==> src/hdl/e2q_pkg.sv <==
// Package for the Euler-to-quaternion converter: payload types, CORDIC constants,
// arctangent table. No dependencies.
package e2q_pkg;

   localparam int ANGLE_W      = 16;
   localparam int QUAT_W       = 16;
   localparam int CORDIC_W     = 34;
   localparam int TRIG_W       = 17;
   localparam int STAGES_DEF   = 16;
   localparam int STAGES_MAX   = 24;
   localparam logic signed [ANGLE_W-1:0] ANGLE_LIMIT = 16'sd25736;
   localparam logic signed [CORDIC_W-1:0] INV_GAIN = 34'sd652032874;
   localparam logic signed [QUAT_W-1:0] QUAT_LIMIT = 16'sd16384;

   typedef struct packed {
      logic signed [ANGLE_W-1:0] roll_angle;
      logic signed [ANGLE_W-1:0] pitch_angle;
      logic signed [ANGLE_W-1:0] yaw_angle;
   } req_type;

   typedef struct packed {
      logic signed [QUAT_W-1:0] quat_w;
      logic signed [QUAT_W-1:0] quat_x;
      logic signed [QUAT_W-1:0] quat_y;
      logic signed [QUAT_W-1:0] quat_z;
   } rsp_type;

   typedef struct packed {
      logic signed [TRIG_W-1:0] c;
      logic signed [TRIG_W-1:0] s;
   } trig_type;

   function automatic logic signed [CORDIC_W-1:0] atan_entry(input int i);
      logic signed [CORDIC_W-1:0] v;
      case (i)
         0: v = 34'sd843314857;
         1: v = 34'sd497837829;
         2: v = 34'sd263043837;
         3: v = 34'sd133525159;
         4: v = 34'sd67021687;
         5: v = 34'sd33543516;
         6: v = 34'sd16775851;
         7: v = 34'sd8388437;
         8: v = 34'sd4194283;
         9: v = 34'sd2097149;
         default: v = (i > 30) ? '0 : (CORDIC_W'(1) <<< (30 - i));
      endcase
      return v;
   endfunction

endpackage

==> src/hdl/e2q_cordic.sv <==
// Pipelined rotation-mode CORDIC: cosine and sine of half a Q3.13 angle, Q15 out.
// Depends on e2q_pkg. One register stage per iteration plus input and output stages.
module e2q_cordic #(
   parameter int STAGES = e2q_pkg::STAGES_DEF
) (
   input  logic                                 clock,
   input  logic                                 advance,
   input  logic signed [e2q_pkg::ANGLE_W-1:0]   angle,
   output e2q_pkg::trig_type                    trig
);
   import e2q_pkg::*;

   logic signed [CORDIC_W-1:0] x_ff [STAGES+1];
   logic signed [CORDIC_W-1:0] y_ff [STAGES+1];
   logic signed [CORDIC_W-1:0] z_ff [STAGES+1];
   logic signed [ANGLE_W-1:0]  sat_in;
   logic signed [CORDIC_W-1:0] xr_in, yr_in;
   trig_type                   trig_ff;

   always_comb begin
      sat_in = angle;
      if (angle > ANGLE_LIMIT) sat_in = ANGLE_LIMIT;
      if (angle < -ANGLE_LIMIT) sat_in = -ANGLE_LIMIT;
   end

   always_ff @(posedge clock) begin
      if (advance) begin
         x_ff[0] <= INV_GAIN;
         y_ff[0] <= '0;
         z_ff[0] <= CORDIC_W'(sat_in) <<< 16;
      end
   end

   for (genvar i = 0; i < STAGES; i++) begin : g_stage
      always_ff @(posedge clock) begin
         if (advance) begin
            if (!z_ff[i][CORDIC_W-1]) begin
               x_ff[i+1] <= x_ff[i] - (y_ff[i] >>> i);
               y_ff[i+1] <= y_ff[i] + (x_ff[i] >>> i);
               z_ff[i+1] <= z_ff[i] - atan_entry(i);
            end else begin
               x_ff[i+1] <= x_ff[i] + (y_ff[i] >>> i);
               y_ff[i+1] <= y_ff[i] - (x_ff[i] >>> i);
               z_ff[i+1] <= z_ff[i] + atan_entry(i);
            end
         end
      end
   end

   assign xr_in = (x_ff[STAGES] + CORDIC_W'(16384)) >>> 15;
   assign yr_in = (y_ff[STAGES] + CORDIC_W'(16384)) >>> 15;

   always_ff @(posedge clock) begin
      if (advance) begin
         trig_ff.c <= xr_in[TRIG_W-1:0];
         trig_ff.s <= yr_in[TRIG_W-1:0];
      end
   end

   assign trig = trig_ff;
endmodule

==> config.mk <==
export PLATFORM = sky130hd
export DESIGN_NAME = e2q_cordic
export DESIGN_NICKNAME = d
export VERILOG_FILES = /design/src/hdl/e2q_pkg.sv /design/src/hdl/e2q_cordic.sv
export SDC_FILE = /design/constraint.sdc
export NUM_CORES = 2
export LEC_CHECK = 0
export BUFFER_PORTS_ARGS = -buffer_cell sky130_fd_sc_hd__buf_4
export CAP_MARGIN = 20
export CORE_MARGIN = 4
export CORE_UTILIZATION = 55
export CTS_CLUSTER_SIZE = 12
export DETAILED_ROUTE_END_ITERATION = 10
export PLACE_DENSITY = 0.71
export SYNTH_ARGS = -nofsm -noshare
export SYNTH_HDL_FRONTEND = slang
export SYNTH_SLANG_ARGS = --single-unit
==> constraint.sdc <==
create_clock -name clock -period 7.9 [get_ports clock]
set_input_delay 1.185 -clock clock [delete_from_list [all_inputs] [get_ports clock]]
set_output_delay 1.185 -clock clock [all_outputs]
set_load 0.05 [all_outputs]
== Word-level counts from Yosys, hierarchy flattened ==
Memories as Yosys holds them, arrays and structs flattened.
Index checks and enable logic that the tools add are counted.
W data, S select, Z words.

* Flip-flop bits (word level): 34
* RAM bits: 1,734
* Memories kept: 3

{| class="wikitable"
|+ Memories
! memory !! words !! width !! read ports !! clocked after Yosys merged registers in !! wr ports !! RTL line !! RTL
|-
| x_ff || 17 || 34 || 17 || 0 || 17 || e2q_cordic.sv:13 || <nowiki>logic signed [CORDIC_W-1:0] x_ff [STAGES+1];</nowiki>
|-
| y_ff || 17 || 34 || 17 || 0 || 17 || e2q_cordic.sv:14 || <nowiki>logic signed [CORDIC_W-1:0] y_ff [STAGES+1];</nowiki>
|-
| z_ff || 17 || 34 || 16 || 0 || 17 || e2q_cordic.sv:15 || <nowiki>logic signed [CORDIC_W-1:0] z_ff [STAGES+1];</nowiki>
|}

* Add/sub/neg operators: 97
* Order comparisons: 2
* Muxes and demuxes: 148
* Bitwise operators: 48

{| class="wikitable"
|+ Operators by type and width
! cell !! count
|-
| $mux W34 || 48
|-
| $mux W1 || 98
|-
| $add A34 B19 Y34 || 2
|-
| $add A34 B20 Y34 || 2
|-
| $add A34 B21 Y34 || 2
|-
| $add A34 B22 Y34 || 2
|-
| $add A34 B22 Y34 const B || 2
|-
| $add A34 B23 Y34 || 2
|-
| $add A34 B24 Y34 || 2
|-
| $add A34 B25 Y34 || 2
|-
| $add A34 B26 Y34 || 2
|-
| $add A34 B27 Y34 || 2
|-
| $add A34 B28 Y34 || 2
|-
| $add A34 B29 Y34 || 2
|-
| $add A34 B30 Y34 || 2
|-
| $add A34 B31 Y34 || 2
|-
| $add A34 B32 Y34 || 2
|-
| $add A34 B33 Y34 || 2
|-
| $sub A34 B19 Y34 || 2
|-
| $sub A34 B20 Y34 || 2
|-
| $sub A34 B21 Y34 || 2
|-
| $sub A34 B22 Y34 || 2
|-
| $sub A34 B22 Y34 const B || 2
|-
| $sub A34 B23 Y34 || 2
|-
| other kinds (45) || 105
|}

== Depth between registers and ports, before layout ==
* Depth after elaboration: 4
* Mapped depth: 22

== Least setup slack after synthesis ==
Ideal clock, no wire load.

* Kind: in2reg
* Start: input port advance
* End: memory x_ff[6][33], data pin
* Setup time: 0.258 ns
* Arrival time: 5.384 ns
* Data required time: 7.642 ns
* Path slack: 2.258 ns
* Stages on the path: 18
* Path buffers: 3
* Path through: clkbuf_1 > nand2_1 > inv_1 > clkbuf_1 > buf_1 > nor2_1 > xor2_1 > ha_1 > a21o_1 > a2111oi_0 > o21ai_1 > a311o_1 > a221o_1 > a211oi_1 > o21ai_1 > nand2b_1 > a31o_2 > xnor2_1

{| class="wikitable"
|+ RTL lines
! item !! RTL line !! RTL
|-
| start, declared || e2q_cordic.sv:7 || <nowiki>input logic advance,</nowiki>
|-
| end, declared || e2q_cordic.sv:13 ||
|}

==> impl_table.tex <==
\begin{tabular}{lr}
\hline
Metric & Value \\
\hline
\multicolumn{2}{l}{\textbf{Cells and area}} \\
\quad Final Non-Filler Cells & $\sim$15k \\
\quad Share of cells above drive strength 1 & under 10\% \\
\quad Synthesis-to-layout area growth & 7.92\% \\
\quad Final cell area excluding filler cells & 124000 um2 \\
\quad Total number of nets in the final design & roughly 13k \\
\multicolumn{2}{l}{\textbf{Synth}} \\
\quad Top flip-flop cell by instance count after synthesis & sky130\_fd\_sc\_hd\_\_edfxtp\_1 \\
\quad Async set or reset register ratio after synthesis & 0\% \\
\quad Count of cell types in the netlist & just under 90 \\
\quad Share of synthesized area occupied by flip-flops and latches & a little over a third \\
\quad Mapped Nets & between 10k and 15k \\
\quad Number of warnings issued by yosys & 0 \\
\quad Commonest cells post-synth & 1383 x sky130\_fd\_sc\_hd\_\_edfxtp\_1, 1311 x sky130\_fd\_sc\_hd\_\_ha\_1, 1211 x sky130\_fd\_sc\_hd\_\_xnor2\_1 \\
\quad Syn Area/Cell & 9.68 um2 \\
\quad Proportion of netlist area held by the largest area contributor & between 30\% and 40\% \\
\quad Biggest area contributors in the synthesized netlist & sky130\_fd\_sc\_hd\_\_edfxtp\_1 36\%, sky130\_fd\_sc\_hd\_\_ha\_1 14\%, sky130\_fd\_sc\_hd\_\_xnor2\_1 9.2\%, sky130\_fd\_sc\_hd\_\_a21oi\_1 5.0\%, sky130\_fd\_sc\_hd\_\_xor2\_1 4.1\% \\
\quad Post-synth EDFFs & about 1.4k \\
\quad Gate count of the mapped netlist & 11.9k \\
\quad Area leader, netlist & sky130\_fd\_sc\_hd\_\_edfxtp\_1 \\
\quad Total standard cell area after synthesis & 115000 um2 \\
\quad Yosys reg bits & 1383 \\
\quad Most numerous cell in the Yosys netlist & sky130\_fd\_sc\_hd\_\_edfxtp\_1 \\
\multicolumn{2}{l}{\textbf{Floorplanning}} \\
\quad Number of ports placed on the die boundary & 52 \\
\quad Die Span X & 465 um \\
\quad Row Count & between 150 and 200 \\
\quad Effective utilization at floorplan & about 55\% \\
\quad Die boundary height & 465 um \\
\quad Die ar. & 217000 um2 \\
\quad Core area & between 200000 and 250000 um2 \\
\multicolumn{2}{l}{\textbf{Worst setup path}} \\
\quad WP data required & roughly 8.5 ns \\
\quad Type of destination of the critical path & flop \\
\quad Reg2Reg Launch Point & y\_ff[4][4] \\
\quad Highest-delay cell along the critical path & sky130\_fd\_sc\_hd\_\_a2111oi\_0 \\
\quad Path type of the worst setup path & reg -> reg \\
\quad Worst R2R End & x\_ff[5][31] \\
\quad Slack of the worst reg-to-reg path & 1.99 ns \\
\quad Peak per-stage delay on the critical path & a little under 0.7 ns \\
\quad Critical path launch point type & flop \\
\quad Cell class contributing the biggest share of worst-path delay & simple AND/OR/NAND/NOR gates \\
\quad Worst reg-to-reg path cell count & 21 \\
\quad Critical path arrival & roughly 6.5 ns \\
\quad CP cell instances & inv\_1 -> ha\_1 -> nand2\_1 -> nor3\_1 -> nand2\_1 -> or3\_1 -> nor3\_1 -> nor2\_1 -> xor2\_1 -> ha\_1 -> a21o\_1 -> a21o\_1 -> a21oi\_1 -> and2\_1 -> a311oi\_1 -> nor2\_1 -> a211oi\_1 -> and4\_1 -> a2111oi\_0 -> a21oi\_1 -> xor2\_1 \\
\quad Max Fanout on Critical Path & 5 \\
\quad Critical path buffers and inverters & 1 \\
\multicolumn{2}{l}{\textbf{Worst hold path}} \\
\quad Number of cells on the worst hold path & 0 \\
\quad Sink of the worst hold path & z\_ff[11][18] \\
\quad Hold Startpoint & z\_ff[10][18] \\
\quad Type of the tightest min-delay check & reg -> reg \\
\multicolumn{2}{l}{\textbf{Route}} \\
\quad Vias per cell & about 6.1 \\
\quad Total vias in the final route & slightly above 90k \\
\quad Total iterations of the first detailed-routing run & 8 \\
\quad Number of remaining DRC errors & 0 \\
\quad Routed wire length & 297000 um \\
\quad Number of violations reported at the end of detailed-routing iteration 0 & a little over 7k \\
\quad WL/cell & 19.9 um \\
\quad Remaining antenna violation count after routing & 0 \\
\multicolumn{2}{l}{\textbf{Timing}} \\
\quad Worst-margin pin slew & roughly 1.3 ns \\
\quad Final critical delay including setup and external delays & 5.91 ns \\
\quad Number of max-slew violations in the final report & 0 \\
\quad Fin crit share & about 75\% \\
\quad Setup repair after global routing missed its margin & false \\
\quad Max frequency & approximately 170 MHz \\
\quad Count of endpoints failing hold in the final timing report & 0 \\
\quad Total of endpoints with negative setup slack in the final report & 0 \\
\quad Slew margin rel. & between 10\% and 20\% \\
\quad Final Skew & approximately 0.038 ns \\
\quad Final setup TNS & 0 ns \\
\multicolumn{2}{l}{\textbf{Placed design}} \\
\quad DP Cell Count & $\sim$15k \\
\quad Gp weighted congestion & between 0.9 and 1 \\
\quad Buffers added on ports & 51 \\
\quad HPWL after detailed placement & between 200000 and 250000 um \\
\quad Area after DPL & around 120000 um2 \\
\multicolumn{2}{l}{\textbf{Status}} \\
\quad Run status & finished, final reports clean \\
\multicolumn{2}{l}{\textbf{CTS}} \\
\quad TritonCTS clock tree & yes \\
\quad Hold buffer count at cts & 0 \\
\quad Count of cells resized by post-cts repair & 0 \\
\quad Clock buffer depth & 3 \\
\quad Clk sink count & 1383 \\
\quad Htree depth & 4 \\
\quad CTS clk-pin slew, worst paths & approximately 0.060 ns \\
\quad Clock latency on the worst-skew pair & between 0.8 and 0.9 ns \\
\quad Number of clock buffers inserted by TritonCTS & 162 \\
\quad Post-CTS Repair Setup Buffers & 0 \\
\quad CTS root buf & sky130\_fd\_sc\_hd\_\_clkbuf\_16 \\
\multicolumn{2}{l}{\textbf{GRT}} \\
\quad Number of antenna violations at the first check in global routing & 1 \\
\quad Global routing usage summed across all routing layers & between 20\% and 30\% \\
\quad Vias in the first global route & roughly 88k \\
\quad Global-route wire length before repair & 472000 um \\
\quad Largest net degree at the start of global routing & 143 \\
\quad Aggregate global routing overflow & 0 \\
\multicolumn{2}{l}{\textbf{Job}} \\
\quad Number of max-capacitance violations reported & 0 \\
\hline
\end{tabular}
## cell families after synthesis
kind of cell    synth area share, %
compound gates                 19.5
xor+xnor                       13.4
fa+ha+maj                      14.9
buf+inv                        2.28
flops                          36.1
mux                           0.858
simple gates                   13.1
## worst register-to-register path, cell delays in order (launching register included)
cell                        delay (ns)
sky130_fd_sc_hd__edfxtp_1         0.46
sky130_fd_sc_hd__inv_1            0.09
sky130_fd_sc_hd__ha_1             0.19
sky130_fd_sc_hd__nand2_1          0.08
sky130_fd_sc_hd__nor3_1           0.51
sky130_fd_sc_hd__nand2_1          0.16
sky130_fd_sc_hd__or3_1            0.39
sky130_fd_sc_hd__nor3_1           0.67
sky130_fd_sc_hd__nor2_1           0.11
sky130_fd_sc_hd__xor2_1           0.18
sky130_fd_sc_hd__ha_1             0.36
sky130_fd_sc_hd__a21o_1           0.19
sky130_fd_sc_hd__a21o_1           0.17
sky130_fd_sc_hd__a21oi_1          0.20
sky130_fd_sc_hd__and2_1           0.18
sky130_fd_sc_hd__a311oi_1         0.07
sky130_fd_sc_hd__nor2_1           0.22
sky130_fd_sc_hd__a211oi_1         0.16
sky130_fd_sc_hd__and4_1           0.23
sky130_fd_sc_hd__a2111oi_0        0.69
sky130_fd_sc_hd__a21oi_1          0.18
sky130_fd_sc_hd__xor2_1           0.17
## per-layer routing
metal,vias up,track usage (%),wire length (um)
met4,0,8.57,9780
met3,533,3.32,17500
li1,44379,-,-
met2,2784,44.7,139000
met5,-,0,0
met1,43587,36.0,131000
## worst max-delay path by stage
stage | start | to | cells after the start
final | y_ff[4][4] | x_ff[5][31] | 21
after global routing | y_ff[4][4] | x_ff[5][31] | 21
after CTS | y_ff[4][4] | x_ff[5][31] | 21
after detailed placement | advance | x_ff[6][33] | 17
after global placement | advance | y_ff[6][30] | 18
after floorplan | advance | x_ff[6][33] | 18
## flip-flops by register name, indices dropped and copies added, names as in the netlist
signal  flops
trig       34
x_ff      468
y_ff      493
z_ff      388
## final cells by class
class | instances | area, um2
diodes | 3 | 7.51
clock buffers | 187 | 4150
clock inverters | 103 | 1240
fillers | 17494 | 83500
inverters | 513 | 1930
multi-input cells | 9804 | 71000
flip-flops and latches | 1383 | 41500
well taps | 2788 | 3490
repair buffers | 119 | 932
## placed cells by master (no fill, tap or decap), types with 28 or more instances in the layout
cell,netlist,routed
sky130_fd_sc_hd__edfxtp_1,1383,1383
sky130_fd_sc_hd__ha_1,1311,1311
sky130_fd_sc_hd__xnor2_1,1211,1211
sky130_fd_sc_hd__a21oi_1,1150,1150
sky130_fd_sc_hd__nor2_1,982,982
sky130_fd_sc_hd__nand2_1,597,596
sky130_fd_sc_hd__a21o_1,575,575
sky130_fd_sc_hd__o21ai_0,573,573
sky130_fd_sc_hd__xor2_1,544,544
sky130_fd_sc_hd__inv_1,508,508
sky130_fd_sc_hd__nor3_1,312,312
sky130_fd_sc_hd__nand3_1,213,213
sky130_fd_sc_hd__o21a_1,194,194
sky130_fd_sc_hd__nand2b_1,184,184
sky130_fd_sc_hd__nor2b_1,170,170
sky130_fd_sc_hd__clkbuf_16,0,162
sky130_fd_sc_hd__o21bai_1,139,139
sky130_fd_sc_hd__a31oi_1,134,134
sky130_fd_sc_hd__and3_1,123,123
sky130_fd_sc_hd__o31ai_1,120,120
sky130_fd_sc_hd__buf_4,0,113
sky130_fd_sc_hd__a211oi_1,111,111
sky130_fd_sc_hd__or3_1,103,103
sky130_fd_sc_hd__nor4_1,80,80
sky130_fd_sc_hd__nand4_1,77,77
sky130_fd_sc_hd__and2_1,72,71
sky130_fd_sc_hd__mux2i_1,57,57
sky130_fd_sc_hd__o41ai_1,55,55
sky130_fd_sc_hd__a21boi_0,44,44
sky130_fd_sc_hd__o211ai_1,43,43
sky130_fd_sc_hd__or4_1,40,40
sky130_fd_sc_hd__or2_2,39,39
sky130_fd_sc_hd__o21ai_1,39,39
sky130_fd_sc_hd__fa_1,38,38
sky130_fd_sc_hd__mux2_2,37,37
sky130_fd_sc_hd__clkinv_1,4,30
sky130_fd_sc_hd__o31a_1,30,30
sky130_fd_sc_hd__a31o_2,28,28
sky130_fd_sc_hd__a211o_1,28,28
## stage by stage
step,hold slack (ns),utilization (%),setup WS (ns)
4_1_cts,0.420,59.8,2.06
6_report,0.419,59.8,1.99
2_1_floorplan,0.400,-,2.26
5_1_grt,0.423,59.8,1.48
3_3_place_gp,0.403,57.2,1.30
3_5_place_dp,0.406,57.2,1.24
Power is left out: the tool's default activity adds up to more than one toggle a clock period on the data nets, which glitch-free logic cannot reach.
